===== src/design/bpar_pkg.sv =====
// Shared types and constants for the button auto-repeat event queue.
package bpar_pkg;

  localparam int unsigned CfgW  = 8;
  localparam int unsigned AddrW = 3;
  localparam int unsigned DataW = 32;

  localparam logic [CfgW-1:0] DelayReset  = 8'd12;
  localparam logic [CfgW-1:0] PeriodReset = 8'd5;

  typedef enum logic [0:0] {
    RegDelay  = 1'b0,
    RegPeriod = 1'b1
  } reg_idx_e;

  typedef struct packed {
    logic [CfgW-1:0] repeat_delay;
    logic [CfgW-1:0] repeat_period;
  } cfg_t;

  typedef struct packed {
    logic read_taken;
    logic q_empty;
    logic q_full;
  } bk_stat_t;

endpackage


===== src/design/bpar_front.sv =====
// Front end: per-button edge detection and repeat counters, forms one command per item.
module bpar_front #(
  parameter int unsigned BUTTONS = 2
) (
  input  logic                 clk_i,
  input  logic                 rst_ni,
  input  logic                 accept_i,
  input  logic                 kind_i,
  input  logic [BUTTONS-1:0]   levels_i,
  input  bpar_pkg::cfg_t       cfg_i,
  output logic [2*BUTTONS:0]   cmd_o
);

  localparam int unsigned EvW = 2 * BUTTONS;

  logic [BUTTONS-1:0]        last_q, last_d;
  logic [bpar_pkg::CfgW-1:0] cnt_q   [BUTTONS];
  logic [bpar_pkg::CfgW-1:0] cnt_d   [BUTTONS];
  logic [bpar_pkg::CfgW-1:0] cnt_dec [BUTTONS];
  logic [EvW-1:0]            ev;

  // Event bit 2*i is a press of button i, bit 2*i+1 its repeat; low bits go first.
  always_comb begin
    last_d = last_q;
    ev     = '0;
    for (int i = 0; i < BUTTONS; i++) begin
      cnt_d[i]   = cnt_q[i];
      cnt_dec[i] = cnt_q[i] - bpar_pkg::CfgW'(1);
      if (levels_i[i] != last_q[i]) begin
        last_d[i] = levels_i[i];
        if (!levels_i[i]) begin
          ev[2*i] = 1'b1;
        end else begin
          cnt_d[i] = cfg_i.repeat_delay;
        end
      end
      if (!levels_i[i]) begin
        if (cnt_dec[i] == '0) begin
          ev[2*i+1] = 1'b1;
          cnt_d[i]  = cfg_i.repeat_period;
        end else begin
          cnt_d[i]  = cnt_dec[i];
        end
      end
    end
  end

  always_ff @(posedge clk_i or negedge rst_ni) begin
    if (!rst_ni) begin
      last_q <= '1;
      for (int i = 0; i < BUTTONS; i++) begin
        cnt_q[i] <= bpar_pkg::DelayReset;
      end
    end else if (accept_i && !kind_i) begin
      last_q <= last_d;
      for (int i = 0; i < BUTTONS; i++) begin
        cnt_q[i] <= cnt_d[i];
      end
    end
  end

  assign cmd_o = {kind_i, (kind_i ? {EvW{1'b0}} : ev)};

endmodule


===== src/design/bpar_cmd_fifo.sv =====
// Two-entry command queue between the front end and the back end.
module bpar_cmd_fifo #(
  parameter int unsigned W = 5
) (
  input  logic         clk_i,
  input  logic         rst_ni,
  input  logic         push_i,
  input  logic [W-1:0] data_i,
  input  logic         pop_i,
  output logic         valid_o,
  output logic         full_o,
  output logic [W-1:0] data_o
);

  logic [W-1:0] ent_q [2];
  logic         wr_q, rd_q;
  logic [1:0]   cnt_q;

  assign valid_o = (cnt_q != 2'd0);
  assign full_o  = (cnt_q == 2'd2);
  assign data_o  = ent_q[rd_q];

  always_ff @(posedge clk_i) begin
    if (push_i) begin
      ent_q[wr_q] <= data_i;
    end
  end

  always_ff @(posedge clk_i or negedge rst_ni) begin
    if (!rst_ni) begin
      wr_q  <= 1'b0;
      rd_q  <= 1'b0;
      cnt_q <= 2'd0;
    end else begin
      if (push_i) begin
        wr_q <= ~wr_q;
      end
      if (pop_i) begin
        rd_q <= ~rd_q;
      end
      if (push_i && !pop_i) begin
        cnt_q <= cnt_q + 2'd1;
      end else if (pop_i && !push_i) begin
        cnt_q <= cnt_q - 2'd1;
      end
    end
  end

endmodule


===== src/design/bpar_back.sv =====
// Back end: pushes queued events into the event FIFO and serves reads into the output register.
module bpar_back #(
  parameter int unsigned BUTTONS    = 2,
  parameter int unsigned FIFO_DEPTH = 16,
  localparam int unsigned BtnW      = (BUTTONS > 1) ? $clog2(BUTTONS) : 1
) (
  input  logic                 clk_i,
  input  logic                 rst_ni,
  input  logic                 cmd_valid_i,
  input  logic [2*BUTTONS:0]   cmd_i,
  output logic                 cmd_pop_o,
  input  logic                 out_ready_i,
  output logic                 out_valid_o,
  output logic                 press_valid_o,
  output logic [BtnW-1:0]      press_button_o,
  output bpar_pkg::bk_stat_t   stat_o
);

  localparam int unsigned EvW  = 2 * BUTTONS;
  localparam int unsigned AW   = $clog2(FIFO_DEPTH);
  localparam int unsigned CntW = $clog2(FIFO_DEPTH + 1);

  logic [BtnW-1:0] mem [FIFO_DEPTH];
  logic [AW-1:0]   wr_ptr_q, rd_ptr_q;
  logic [CntW-1:0] count_q;
  logic [EvW-1:0]  done_q, done_d;
  logic            out_valid_q, press_valid_q;
  logic [BtnW-1:0] press_button_q;

  logic [EvW-1:0]  pending, pick, rest;
  logic [BtnW-1:0] sel_btn;
  logic            is_read, out_free, q_empty, q_full;
  logic            do_push, do_pop, read_take, tick_done;

  assign is_read  = cmd_i[EvW];
  assign pending  = cmd_i[EvW-1:0] & ~done_q;
  assign pick     = pending & (~pending + EvW'(1));
  assign rest     = pending & ~pick;
  assign out_free = !out_valid_q || out_ready_i;
  assign q_empty  = (count_q == '0);
  assign q_full   = (count_q == CntW'(FIFO_DEPTH));

  always_comb begin
    sel_btn = '0;
    for (int j = 0; j < EvW; j++) begin
      if (pick[j]) begin
        sel_btn = BtnW'(j >> 1);
      end
    end
  end

  // One event a beat; drop it when the FIFO is full.
  assign do_push   = cmd_valid_i && !is_read && (pick != '0) && !q_full;
  assign tick_done = cmd_valid_i && !is_read && (rest == '0);
  assign read_take = cmd_valid_i && is_read && out_free;
  assign do_pop    = read_take && !q_empty;
  assign cmd_pop_o = tick_done || read_take;

  always_comb begin
    done_d = done_q;
    if (cmd_valid_i && !is_read) begin
      done_d = tick_done ? '0 : (done_q | pick);
    end
  end

  always_ff @(posedge clk_i) begin
    if (do_push) begin
      mem[wr_ptr_q] <= sel_btn;
    end
  end

  always_ff @(posedge clk_i) begin
    if (read_take) begin
      press_valid_q  <= !q_empty;
      press_button_q <= q_empty ? '0 : mem[rd_ptr_q];
    end
  end

  always_ff @(posedge clk_i or negedge rst_ni) begin
    if (!rst_ni) begin
      wr_ptr_q    <= '0;
      rd_ptr_q    <= '0;
      count_q     <= '0;
      done_q      <= '0;
      out_valid_q <= 1'b0;
    end else begin
      done_q <= done_d;
      if (do_push) begin
        wr_ptr_q <= (wr_ptr_q == AW'(FIFO_DEPTH - 1)) ? '0 : wr_ptr_q + AW'(1);
        count_q  <= count_q + CntW'(1);
      end
      if (do_pop) begin
        rd_ptr_q <= (rd_ptr_q == AW'(FIFO_DEPTH - 1)) ? '0 : rd_ptr_q + AW'(1);
        count_q  <= count_q - CntW'(1);
      end
      if (read_take) begin
        out_valid_q <= 1'b1;
      end else if (out_ready_i) begin
        out_valid_q <= 1'b0;
      end
    end
  end

  assign out_valid_o    = out_valid_q;
  assign press_valid_o  = press_valid_q;
  assign press_button_o = press_button_q;

  assign stat_o.read_taken = read_take;
  assign stat_o.q_empty    = q_empty;
  assign stat_o.q_full     = q_full;

endmodule


===== src/design/button_press_auto_repeat_queue_core.sv =====
// Button poller with auto-repeat and a press event FIFO: top level.
//
// Input channel (in_valid_i/in_ready_o): kind_i = 0 is a poll tick carrying one
// active-low level per button in levels_i; kind_i = 1 asks for the next queued event.
// Output channel (out_valid_o/out_ready_i): one beat per read, press_valid_o = 0 when
// the event FIFO was empty, else press_button_o names the pressed or repeating button.
// Ticks produce no output beat.
// Throughput: one item per cycle while the command queue has room. A tick that raises
// several events holds the back end until each is handled, since the event FIFO takes
// one write per cycle; the two-entry command queue absorbs that while the front keeps
// accepting. A read is registered in the command queue, then in the output register.
// A stalled receiver holds the output register; reads then back up in the command
// queue and in_ready_o drops once it is full. Ticks behind a stalled read wait too.
// Reset: all buttons released, counters at the reset delay of 12, FIFO empty,
// repeat_delay = 12, repeat_period = 5. No clearing pass is needed.
// Config (APB): repeat_delay at 0x0, repeat_period at 0x4; write only while idle.
module button_press_auto_repeat_queue_core #(
  parameter int unsigned BUTTONS    = 2,
  parameter int unsigned FIFO_DEPTH = 16,
  localparam int unsigned BtnW      = (BUTTONS > 1) ? $clog2(BUTTONS) : 1
) (
  input  logic                          clk_i,
  input  logic                          rst_ni,
  input  logic                          in_valid_i,
  output logic                          in_ready_o,
  input  logic                          kind_i,
  input  logic [BUTTONS-1:0]            levels_i,
  output logic                          out_valid_o,
  input  logic                          out_ready_i,
  output logic                          press_valid_o,
  output logic [BtnW-1:0]               press_button_o,
  input  logic                          psel,
  input  logic                          penable,
  input  logic                          pwrite,
  input  logic [bpar_pkg::AddrW-1:0]    paddr,
  input  logic [bpar_pkg::DataW-1:0]    pwdata,
  output logic [bpar_pkg::DataW-1:0]    prdata,
  output logic                          pready
);

  localparam int unsigned CmdW = 2 * BUTTONS + 1;

  bpar_pkg::cfg_t       cfg_q;
  bpar_pkg::reg_idx_e   reg_idx;
  bpar_pkg::bk_stat_t   bk_stat;
  logic [CmdW-1:0]      cmd_in, cmd_head;
  logic                 accept, cmd_full, cmd_valid, cmd_pop, cfg_wr;

  // Configuration port
  assign pready  = 1'b1;
  assign reg_idx = bpar_pkg::reg_idx_e'(paddr[2]);
  assign cfg_wr  = psel && penable && pwrite && pready;

  always_ff @(posedge clk_i or negedge rst_ni) begin
    if (!rst_ni) begin
      cfg_q.repeat_delay  <= bpar_pkg::DelayReset;
      cfg_q.repeat_period <= bpar_pkg::PeriodReset;
    end else if (cfg_wr) begin
      case (reg_idx)
        bpar_pkg::RegDelay:  cfg_q.repeat_delay  <= pwdata[bpar_pkg::CfgW-1:0];
        bpar_pkg::RegPeriod: cfg_q.repeat_period <= pwdata[bpar_pkg::CfgW-1:0];
        default: ;
      endcase
    end
  end

  always_comb begin
    case (reg_idx)
      bpar_pkg::RegDelay:  prdata = bpar_pkg::DataW'(cfg_q.repeat_delay);
      bpar_pkg::RegPeriod: prdata = bpar_pkg::DataW'(cfg_q.repeat_period);
      default:             prdata = '0;
    endcase
  end

  assign in_ready_o = !cmd_full;
  assign accept     = in_valid_i && in_ready_o;

  bpar_front #(
    .BUTTONS (BUTTONS)
  ) u_front (
    .clk_i    (clk_i),
    .rst_ni   (rst_ni),
    .accept_i (accept),
    .kind_i   (kind_i),
    .levels_i (levels_i),
    .cfg_i    (cfg_q),
    .cmd_o    (cmd_in)
  );

  bpar_cmd_fifo #(
    .W (CmdW)
  ) u_cmd_fifo (
    .clk_i   (clk_i),
    .rst_ni  (rst_ni),
    .push_i  (accept),
    .data_i  (cmd_in),
    .pop_i   (cmd_pop),
    .valid_o (cmd_valid),
    .full_o  (cmd_full),
    .data_o  (cmd_head)
  );

  bpar_back #(
    .BUTTONS    (BUTTONS),
    .FIFO_DEPTH (FIFO_DEPTH)
  ) u_back (
    .clk_i          (clk_i),
    .rst_ni         (rst_ni),
    .cmd_valid_i    (cmd_valid),
    .cmd_i          (cmd_head),
    .cmd_pop_o      (cmd_pop),
    .out_ready_i    (out_ready_i),
    .out_valid_o    (out_valid_o),
    .press_valid_o  (press_valid_o),
    .press_button_o (press_button_o),
    .stat_o         (bk_stat)
  );

  a_pop_needs_cmd: assert property (@(posedge clk_i) disable iff (!rst_ni)
    cmd_pop |-> cmd_valid)
    else $error("command popped from an empty queue");

  a_full_not_empty: assert property (@(posedge clk_i) disable iff (!rst_ni)
    bk_stat.q_full |-> !bk_stat.q_empty)
    else $error("event FIFO reports full and empty");

  a_empty_read: assert property (@(posedge clk_i) disable iff (!rst_ni)
    (bk_stat.read_taken && bk_stat.q_empty) |=> (out_valid_o && !press_valid_o))
    else $error("read of an empty FIFO returned a valid press");

  a_null_button: assert property (@(posedge clk_i) disable iff (!rst_ni)
    (out_valid_o && !press_valid_o) |-> (press_button_o == '0))
    else $error("empty read carries a nonzero button");

endmodule


===== config.mk =====
export PLATFORM = sky130hd
export DESIGN_NAME = button_press_auto_repeat_queue_core
export DESIGN_NICKNAME = d
export VERILOG_FILES = /design/src/design/bpar_pkg.sv /design/src/design/bpar_front.sv /design/src/design/bpar_cmd_fifo.sv /design/src/design/bpar_back.sv /design/src/design/button_press_auto_repeat_queue_core.sv
export SDC_FILE = /design/constraint.sdc
export NUM_CORES = 1
export LEC_CHECK = 0
export BUFFER_PORTS_ARGS = -buffer_cell sky130_fd_sc_hd__buf_4
export CAP_MARGIN = 20
export CORE_MARGIN = 8
export CORE_UTILIZATION = 32
export DETAILED_ROUTE_END_ITERATION = 8
export SETUP_SLACK_MARGIN = 0.2
export SYNTH_ARGS = -nofsm -noshare
export SYNTH_HDL_FRONTEND = slang
export SYNTH_SLANG_ARGS = --single-unit
export TNS_END_PERCENT = 20

===== constraint.sdc =====
create_clock -name clk_i -period 3.4 [get_ports clk_i]
set_clock_uncertainty 0.1 [all_clocks]
set_input_delay 0.17 -clock clk_i [delete_from_list [all_inputs] [get_ports clk_i]]
set_output_delay 0.17 -clock clk_i [all_outputs]
set_load 0.01 [all_outputs]

==> flow_summary.json, run 1 <==
{
  "status": "completed",
  "worst_ep_arrival_time_ns": 2.97,
  "cts_tree": "yes",
  "cts_hold_buf": 10,
  "grt_overflow": 0,
  "place_ws_ns": 0.583,
  "vias_per_cell": 4.99,
  "start_util_pct": 32.5,
  "start_kind": "flop",
  "leakage_uw": 0.00224,
  "synth_area_sq_um": 4710,
  "async_flop_share_pct": 66.7,
  "chipHeight_um": 137,
  "max_freq_mhz": 355,
  "vdd_drop_max_mv": 0.330,
  "rows": 44,
  "critPathKind": "flop to flop",
  "period_needed_ns": 2.82,
  "synth-edff-count": 28,
  "yosys.area.top_type": "dfrtp_1",
  "dr.pass1.iters": 4,
  "comb_power_share_pct": 37.9,
  "drtIter0Drc": 263,
  "gp_congestion": 0.848,
  "pwr-share-seq_pct": 38.8,
  "io_pins": 82,
  "synth_seq_area_share_pct": 47.9,
  "path_max_fanout": 9,
  "yosysWarnings": 0,
  "p_switching_uw": 1780,
  "cts_htree_levels": 3,
  "numCtsBuffers": 9,
  "ys_ff_latch": 84,
  "grt_max_degree": 57,
  "placement.io_buffers": 30,
  "ant_nets": 0,
  "crit_buf_inv": 2,
  "finalNonFillerCells": 652,
  "wl_per_cell_um": 15.5,
  "synthFlopType": "dfrtp_1",
  "syn_to_final_growth_pct": 15.8,
  "switching_share_pct": 36.6,
  "dp_hpwl_mm": 7.14,
  "synth_commonest_cells": "dfrtp_1, edfxtp_1, mux2_2, nor2_1, buf_4",
  "drc": 0,
  "cap_violations": 0,
  "cts-root-buf": "clkbuf_16",
  "fin_ws_ns": 0.584,
  "cpMostUsedCell": "mux2i_1",
  "p_int_uw": 3080,
  "track_usage_pct": 11.0,
  "cts_sinks": 84,
  "period_share_pct": 82.8,
  "ctsResizeCount": 0,
  "crit_family": "flip-flops",
  "die_w_um": 137,
  "dieArea_sq_um": 18900,
  "grt_pass1_vias": 3302,
  "grt_pass1_wl_mm": 16.3,
  "multi_input_area_sq_um": 2210,
  "n_antenna_cell": 0,
  "synth.lib_cells_used.distinct": 62,
  "syn_inst": 426,
  "crit_path_end_kind": "flop",
  "antenna_found_initial": 0,
  "clk_latency_ns": 0.34,
  "avgSynthCellArea_sq_um": 11.1,
  "tns_ns": 0,
  "vias": 3255,
  "cts_setup_buffers": 0,
  "seqCellArea_sq_um": 2250,
  "hold_violations": 0,
  "drive_above_1_share_pct": 22.0,
  "yosysMostFrequentCell": "dfrtp_1",
  "fp.coreArea_sq_um": 14500,
  "worst_pin_slew_ns": 0.735,
  "hold_path.class": "input pin to flop",
  "cts_max_path_buffers": 2,
  "nets": 526,
  "rsz0062_at_grt": "false",
  "powerDensity_nw_per_um2": 892,
  "cp_slowest_cell": "dfrtp_1",
  "relSlewSlack_pct": 51.0,
  "cts.clk_slew.worst_paths_ns": 0.06,
  "cpPeakStageDelay_ns": 0.51,
  "crit_chain": "mux2i_1, nor3_1, nand2_1, buf_4, inv_1, ha_1, a21o_1, a21oi_1, mux2i_1, xnor2_1",
  "routed_wl_mm": 10.1,
  "clkPwrFrac_pct": 23.2,
  "dpl.cell_count": 626,
  "drv_slew": 0,
  "critPathRequiredTime_ns": 3.55,
  "synth_top_area_share_pct": 24.4,
  "fillCellCount": 1427,
  "synthTopCellsByArea": "dfrtp_1, edfxtp_1, mux2_2",
  "setup_viol": 0
}
-- metrics by stage --
stage / total power (uW) / util, % / hold slack, ns / area, sq um
2_1_floorplan: 3250 / - / -0.226 / 4790
3_3_place_gp: 3660 / 34.6 / 0.177 / 5000
3_5_place_dp: 3740 / 34.6 / 0.178 / 5000
4_1_cts: 4910 / 37.7 / 0.0389 / 5450
5_1_grt: 5220 / 37.7 / 0.0787 / 5450
6_report: 4860 / 37.7 / 0.0486 / 5450
-- final timing paths --
kind                                              from  slack (ns)                        endpoint  cells after the start
min                                        out_ready_i        0.05  u_back.out_valid_o$_DFFE_PN0P_                      3
max                        u_cmd_fifo.rd_q$_DFFE_PN0P_        0.58   u_back.count_q[4]$_DFFE_PN0P_                     10
max in group asynchronous                       rst_ni        2.37            cfg_q[3]$_DFFE_PN0P_                      2
max reg2reg                u_cmd_fifo.rd_q$_DFFE_PN0P_        0.58   u_back.count_q[4]$_DFFE_PN0P_                     10
min reg2reg                u_cmd_fifo.wr_q$_DFFE_PN0P_        0.40     u_cmd_fifo.wr_q$_DFFE_PN0P_                      1
min in group asynchronous                       rst_ni        0.32  u_back.rd_ptr_q[0]$_DFFE_PN0P_                      2
-- sequential cells by signal, indices dropped and copies added (netlist names), 4 cells and up --
name,count
cfg_q,16
u_back.count_q,5
u_back.done_q,4
u_back.mem,16
u_back.rd_ptr_q,4
u_back.wr_ptr_q,4
u_cmd_fifo.ent_q,10
u_front.cnt_q,16
-- area by class of cell --
type / instances / area share (%)
Sequential cell: 84 / 41.3
Multi-Input combinational cell: 307 / 40.5
Timing Repair Buffer: 42 / 6.24
Clock buffer: 10 / 4.38
Tap cell: 184 / 4.22
Clock inverter: 6 / 2.02
Inverter: 19 / 1.31
-- layer usage --
metal	vias to the layer above	part of all wire [%]	GRT usage (%)	wire [um]
li1	1577	-	-	-
met1	1592	44	13.1	4410
met2	76	50	18.6	5020
met3	10	5.6	3.46	568
met4	0	0.94	2.84	95
met5	-	0	0	0
-- power groups by stage --
stage / clock network (uW) / logic, uW / registers (uW)
global route: 1200 / 2070 / 1950
CTS: 1160 / 1860 / 1890
global placement: 0 / 1770 / 1880
finish: 1130 / 1840 / 1890
floorplan: 0 / 1520 / 1730
detailed placement: 0 / 1840 / 1910
-- worst register-to-register path, cell delays in order, from the launching register on --
cell	delay, ns
dfrtp_1	0.51
mux2i_1	0.19
nor3_1	0.40
nand2_1	0.09
buf_4	0.18
inv_1	0.22
ha_1	0.32
a21o_1	0.17
a21oi_1	0.17
mux2i_1	0.23
xnor2_1	0.15
-- cell usage in the layout, fill, tap and decap left out, types with 11 or more instances in the layout --
master	synthesis	routed
dfrtp_1	46	46
buf_4	26	32
nor2_1	28	28
mux2_2	28	28
edfxtp_1	28	28
conb_1	2	25
nand2_1	22	22
inv_1	18	18
nor3_1	17	17
ha_1	17	17
a21oi_1	16	16
o21ai_0	14	14
xnor2_1	11	11
-- cell families (layout without fill, tap and decap cells) --
| kind of cell | Yosys count | in the layout | synth area share [%] |
|---|---|---|---|
| DFF | 84 | 84 | 47.9 |
| adders and majority gates | 19 | 19 | 5.16 |
| xor gates and xnor gates | 16 | 16 | 2.98 |
| AOI/OAI and AO/OA | 72 | 72 | 10.4 |
| buffers and inverters | 58 | 77 | 7.04 |
| and+or+nand+nor | 134 | 134 | 15.6 |
| muxes | 41 | 41 | 10.8 |
| other | 2 | 25 | 0.160 |
No activity file was read; power rests on OpenSTA's default activity.
==> inputs of run 2 (changes only) <==
--- a/config.mk
+++ b/config.mk
@@ -5,6 +5,7 @@
 export SDC_FILE = /design/constraint.sdc
 export NUM_CORES = 1
 export LEC_CHECK = 0
+export ABC_AREA = 1
 export BUFFER_PORTS_ARGS = -buffer_cell sky130_fd_sc_hd__buf_4
 export CAP_MARGIN = 20
 export CORE_MARGIN = 8
==> constraint.sdc (replaced) <==
create_clock -name clk_i -period 2.7 [get_ports clk_i]
set_clock_uncertainty 0.1 [all_clocks]
set_input_delay 0.135 -clock clk_i [delete_from_list [all_inputs] [get_ports clk_i]]
set_output_delay 0.135 -clock clk_i [all_outputs]
set_load 0.01 [all_outputs]
==> run 2 against run 1 <==
  * Worst setup slack got worse by 0.14 ns
  * Routed wire length hardly changed
  * Critical path depth rose by 3
  * Sequential share of layout area decreased by 1.4 points
  * Highest routed layer unchanged
==> flow_summary.json, run 2 <==
{
  "drc": 0,
  "yosysWarnings": 0,
  "p_int_uw": 3570,
  "path_max_fanout": 8,
  "critPathKind": "flop to flop",
  "period_share_pct": 83.7,
  "gp_congestion": 0.800,
  "synth.lib_cells_used.distinct": 45,
  "synth-edff-count": 28,
  "io_pins": 82,
  "start_util_pct": 32.6,
  "crit_chain": "inv_4, nand2_2, nand2_1, nand3_2, nor2_4, inv_2, fa_1, inv_1, a31oi_1, nor2_1, nand2_1, nand2_1, xor2_1",
  "cts_setup_buffers": 0,
  "utilization_pct": 37.4,
  "tns_ns": 0,
  "async_flop_share_pct": 66.7,
  "final_common_cell": "nand2_1",
  "synth_commonest_cells": "nand2_1, inv_1, nor2_1",
  "yosysMostFrequentCell": "nand2_1",
  "grt_pass1_vias": 3710,
  "finalNonFillerCells": 828,
  "cts_sinks": 84,
  "leakage_uw": 0.00267,
  "relSlewSlack_pct": 50.3,
  "setup_viol": 0,
  "rsz0062_at_grt": "false",
  "cts-root-buf": "clkbuf_16",
  "clkPwrFrac_pct": 20.5,
  "comb_power_share_pct": 42.2,
  "dr.pass1.iters": 4,
  "drive_above_1_share_pct": 15.2,
  "wl_per_cell_um": 12.2,
  "routed_wl_mm": 10.1,
  "p_switching_uw": 2500,
  "hold_path.class": "input pin to flop",
  "track_usage_pct": 10.7,
  "critPathRequiredTime_ns": 2.86,
  "grt_pass1_wl_mm": 17.3,
  "syn_inst": 594,
  "cts.clk_slew.worst_paths_ns": 0.07,
  "cts_tree": "yes",
  "crit_buf_inv": 3,
  "cts_max_path_buffers": 2,
  "period_needed_ns": 2.26,
  "reg_top3": "cfg_q (16), u_back.mem (16), u_front.cnt_q (16)",
  "nets": 698,
  "switching_share_pct": 41.2,
  "max_freq_mhz": 442,
  "powerDensity_nw_per_um2": 1080,
  "die_w_um": 140,
  "synthFlopType": "dfrtp_1",
  "cpMostUsedCell": "nand2_1",
  "grt_overflow": 0,
  "cp_slowest_cell": "dfrtp_2",
  "cap_violations": 0,
  "synth_area_sq_um": 4920,
  "vdd_drop_max_mv": 0.452,
  "grt_max_degree": 57,
  "chipHeight_um": 140,
  "n_antenna_cell": 0,
  "totalPowerFinal_uw": 6070,
  "syn_to_final_growth_pct": 14.8,
  "yosys.area.top_type": "dfrtp_1",
  "synth_top_area_share_pct": 23.4,
  "fp.coreArea_sq_um": 15100,
  "cts_htree_levels": 3,
  "synthTopCellsByArea": "dfrtp_1, edfxtp_1, nand2_1",
  "crit_path_end_kind": "flop",
  "antenna_found_initial": 0,
  "mostFrequentLayoutCells": "nand2_1, inv_1, nor2_1, dfrtp_1, o21ai_0",
  "worst_ep_arrival_time_ns": 2.42,
  "start_kind": "flop",
  "pwr-share-seq_pct": 37.3,
  "postLayoutCellArea_sq_um": 5650,
  "avgSynthCellArea_sq_um": 8.28,
  "worst_pin_slew_ns": 0.745,
  "drtIter0Drc": 188,
  "placement.io_buffers": 30,
  "vias_per_cell": 4.41,
  "status": "completed",
  "vias": 3654,
  "rows": 45,
  "dieArea_sq_um": 19600,
  "ys_ff_latch": 84,
  "dpl.cell_count": 801,
  "ant_nets": 0,
  "dp_hpwl_mm": 7.34,
  "hold_violations": 0,
  "synth_seq_area_share_pct": 45.8,
  "crit_family": "simple AND/OR/NAND/NOR gates",
  "numCtsBuffers": 9,
  "drv_slew": 0,
  "dpl_cell_area_sq_um": 5240,
  "clk_latency_ns": 0.33,
  "cpPeakStageDelay_ns": 0.47
}
## run 2: kinds of logic (layout without fill, tap and decap cells)
family          count (synthesis)  count (layout)  share of synthesized area, %
compound gates                 84              84                          10.1
xor+xnor                       12              12                          2.14
fa+ha+maj                      18              18                          4.73
buf+inv                       113             136                          10.9
flops                          84              84                          45.8
mux                             3               3                         0.611
other cells                     2              25                         0.153
simple gates                  278             278                          25.5
## run 2: power groups by stage
stage | registers (uW) | logic [uW] | clock network [uW]
2_1_floorplan | 2150 | 2100 | 0
3_3_place_gp | 2280 | 2530 | 0
3_5_place_dp | 2280 | 2580 | 0
4_1_cts | 2260 | 2600 | 1280
5_1_grt | 2330 | 2970 | 1330
6_report | 2270 | 2570 | 1240
## run 2: final timing paths
check	cells past startpoint	startpoint	slack, ns	endpoint
worst max-delay path	13	u_cmd_fifo.rd_q$_DFFE_PN0P_	0.44	u_back.count_q[4]$_DFFE_PN0P_
worst min-delay path	4	levels_i[1]	0.06	u_front.cnt_q[3]$_DFFE_PN1P_
worst max register to register	13	u_cmd_fifo.rd_q$_DFFE_PN0P_	0.44	u_back.count_q[4]$_DFFE_PN0P_
worst min register to register	2	cfg_q[14]$_DFFE_PN0P_	0.39	cfg_q[14]$_DFFE_PN0P_
max in group asynchronous	2	rst_ni	1.67	u_cmd_fifo.rd_q$_DFFE_PN0P_
min in group asynchronous	2	rst_ni	0.30	u_back.out_valid_o$_DFFE_PN0P_
## run 2: layout make-up
cell class | count | area, sq um
Fill cell | 1545 | 9440
Sequential cell | 84 | 2260
Multi-Input combinational cell | 420 | 2210
Timing Repair Buffer | 43 | 350
Inverter | 77 | 294
Tap cell | 188 | 235
Clock buffer | 10 | 229
Clock inverter | 6 | 70.1
## run 2: timing repair
action                                  4_1_cts  5_1_grt
hold buffers                                 11        0
gates resized for setup                       0        1
hold endpoints to repair                     65        0
endpoints found under the setup margin        0        1
## run 2: routing by layer
metal	share of wire, %	routed length (um)	track usage (%)
met5	0	0	0
met4	0.82	83	3.71
met3	3.9	396	2.92
met2	48	4820	18.1
met1	48	4810	12.9
## run 2: tightest hold or removal path, cell delays in order
cell      delay, ns
buf_4          0.18
nor2_8         0.07
nand2_1        0.05
a21boi_1       0.05
## run 2: through the flow
stage          hold WS, ns  worst slack (ns)
2_1_floorplan       -0.261             0.480
3_3_place_gp         0.164             0.411
4_1_cts             0.0504             0.330
3_5_place_dp         0.168             0.370
6_report            0.0629             0.440
5_1_grt             0.0677             0.216
==> inputs of run 3 (changes only) <==
--- a/config.mk
+++ b/config.mk
@@ -5,7 +5,7 @@
 export SDC_FILE = /design/constraint.sdc
 export NUM_CORES = 1
 export LEC_CHECK = 0
-export ABC_AREA = 1
+export ABC_AREA = 0
 export BUFFER_PORTS_ARGS = -buffer_cell sky130_fd_sc_hd__buf_4
 export CAP_MARGIN = 20
 export CORE_MARGIN = 8
==> constraint.sdc (replaced) <==
create_clock -name clk_i -period 1.85 [get_ports clk_i]
set_clock_uncertainty 0.1 [all_clocks]
set_input_delay 0.0925 -clock clk_i [delete_from_list [all_inputs] [get_ports clk_i]]
set_output_delay 0.0925 -clock clk_i [all_outputs]
set_load 0.01 [all_outputs]
==> run 3 against run 2 <==
  * The run now ends with negative setup slack left
  * Critical endpoint is now u_cmd_fifo.cnt_q[1]$_DFFE_PN0P_
  * Clock power up 50%
  * Count of clock-buffer cells in the layout stayed put
  * Critical path depth shrank 4
  * Cell count is 11% lower
  * Via count is 1.6% lower
  * Sequential power is 49% higher
  * Largest power group unchanged
  * Sequential share of layout area decreased by 5.3 points
  * Worst hold slack got worse by 0.056 ns
  * First-iteration DRC count is 18% higher
  * Utilization up 7.6 points
==> flow_summary.json, run 3 (synthesized netlist as in run 1, its figures left out) <==
{
  "dieArea_sq_um": 18900,
  "hold_violations": 0,
  "antenna_found_initial": 0,
  "period_needed_ns": 2.17,
  "vias": 3596,
  "routed_wl_mm": 11.3,
  "status": "finished with violations",
  "n_antenna_cell": 0,
  "chipHeight_um": 137,
  "worst_ep_arrival_time_ns": 2.34,
  "reg2reg_from": "u_cmd_fifo.rd_q$_DFFE_PN0P_",
  "drive_above_1_share_pct": 46.0,
  "die_w_um": 137,
  "min_to": "u_back.out_valid_o$_DFFE_PN0P_",
  "vias_per_cell": 4.89,
  "cts.clk_slew.worst_paths_ns": 0.06,
  "totalPowerFinal_uw": 11100,
  "critPathKind": "flop to flop",
  "holdWs_ns": 0.00725,
  "powerDensity_nw_per_um2": 1710,
  "track_usage_pct": 12.6,
  "io_pins": 82,
  "gp_congestion": 0.826,
  "drc": 0,
  "wl_per_cell_um": 15.3,
  "grt_overflow": 0,
  "regToRegSetupSlack_ns": -0.32,
  "drv_slew": 0,
  "worst_pin_slew_ns": 0.750,
  "vdd_drop_max_mv": 0.637,
  "place_ws_ns": -0.449,
  "cp_slowest_cell": "dfrtp_2",
  "max_freq_mhz": 461,
  "r2r_end": "u_cmd_fifo.cnt_q[1]$_DFFE_PN0P_",
  "cpPeakStageDelay_ns": 0.45,
  "mostFrequentLayoutCells": "buf_4, dfrtp_1, edfxtp_1, mux2_2, conb_1",
  "setup_viol": 42,
  "crit_chain": "buf_6, mux2i_2, nor2_2, a2111oi_4, nor3_2, ha_2, xor2_1, nor2_1, xor2_1",
  "leakage_uw": 0.00274,
  "syn_to_final_growth_pct": 38.6,
  "final_common_cell": "buf_4",
  "rows": 44,
  "cap_violations": 0,
  "period_share_pct": 117,
  "cpMostUsedCell": "xor2_1",
  "fillCellCount": 1321,
  "critPathRequiredTime_ns": 2.02,
  "dr.pass1.iters": 4,
  "reg_top3": "cfg_q (16), u_back.mem (16), u_front.cnt_q (16)",
  "cts_htree_levels": 3,
  "ant_nets": 0,
  "fp.coreArea_sq_um": 14500,
  "violations": "negative setup slack",
  "cts-root-buf": "clkbuf_16",
  "nets": 610,
  "path_max_fanout": 4,
  "rsz0062_at_grt": "true",
  "multi_input_area_sq_um": 2650,
  "seqCellArea_sq_um": 2260,
  "postLayoutCellArea_sq_um": 6520,
  "drtIter0Drc": 221,
  "cts_max_path_buffers": 2,
  "placement.io_buffers": 30,
  "holdPathStages": 3,
  "grt_pass1_vias": 3833,
  "hold_path.class": "input pin to flop",
  "crit_path_end_kind": "flop",
  "dpl_cell_area_sq_um": 5640,
  "relSlewSlack_pct": 50.0,
  "start_kind": "flop",
  "tns_ns": -7.16,
  "r2r_cells": 9,
  "cts_tree": "yes",
  "grt_max_degree": 57,
  "start_util_pct": 32.5,
  "dp_hpwl_mm": 8.07,
  "numCtsBuffers": 9,
  "fin_ws_ns": -0.320,
  "holdCritStartpoint": "out_ready_i",
  "clk_latency_ns": 0.34,
  "grt_pass1_wl_mm": 18.8,
  "cts_sinks": 84
}
## run 3: layer usage
| layer | track usage, % | vias to the layer above | wire length, um |
|---|---|---|---|
| li1 | - | 1755 | - |
| met1 | 14.2 | 1737 | 4800 |
| met2 | 22.6 | 85 | 5880 |
| met3 | 3.06 | 19 | 430 |
| met4 | 4.41 | 0 | 176 |
| met5 | 0 | - | 0 |
## run 3: cell type report
type | instances | area share [%]
multi-input combinational | 307 | 40.6
sequential | 84 | 34.6
timing repair buffer | 126 | 15.3
clock buffer | 10 | 3.66
tap | 184 | 3.53
inverter | 19 | 1.17
clock inverter | 6 | 1.07
## run 3: worst max path at each step
stage                             startpoint                         endpoint  slack [ns]  cells past startpoint
2_1_floorplan    u_cmd_fifo.rd_q$_DFFE_PN0P_    u_back.count_q[3]$_DFFE_PN0P_       -0.36                     10
5_1_grt          u_cmd_fifo.rd_q$_DFFE_PN0P_  u_cmd_fifo.cnt_q[1]$_DFFE_PN0P_       -0.44                      9
6_report         u_cmd_fifo.rd_q$_DFFE_PN0P_  u_cmd_fifo.cnt_q[1]$_DFFE_PN0P_       -0.32                      9
3_5_place_dp     u_cmd_fifo.rd_q$_DFFE_PN0P_  u_cmd_fifo.cnt_q[1]$_DFFE_PN0P_       -0.45                      8
4_1_cts        u_back.count_q[2]$_DFFE_PN0P_    u_back.count_q[3]$_DFFE_PN0P_       -0.30                     10
3_3_place_gp   u_back.count_q[1]$_DFFE_PN0P_    u_back.count_q[3]$_DFFE_PN0P_       -0.40                     10
## run 3: timing repair
item / in CTS / in global routing
pin swaps: 23 / 7
gates cloned: 0 / 0
endpoints found under the hold margin: 65 / 0
resized for setup: 62 / 25
buffers inserted: 8 / 3
endpoints found under the setup margin: 75 / 75
hold buffers: 10 / 0
## run 3: critical path: cells and delay by family (launching register included)
| family | cells | cell delay [ns] |
|---|---|---|
| XOR/XNOR | 2 | 0.29 |
| flip-flops | 1 | 0.45 |
| adder cells (fa/ha/maj) | 1 | 0.19 |
| AO/OA/AOI/OAI | 1 | 0.33 |
| buffers and inverters | 1 | 0.16 |
| AND/OR/NAND/NOR | 3 | 0.31 |
| multiplexers | 1 | 0.26 |
## run 3: report_power, final
part	switching [uW]	internal (uW)	leakage, uW
Clock	765	1090	0.000153
Sequential	670	2720	0.000917
Combinational	2720	3170	0.00167
Total	4160	6990	0.00274
## run 3: stage by stage
step / util, % / std cells
2_1_floorplan: - / 449
3_3_place_gp: 38.9 / 699
3_5_place_dp: 38.9 / 699
4_1_cts: 44.1 / 733
5_1_grt: 45.1 / 736
6_report: 45.1 / 736
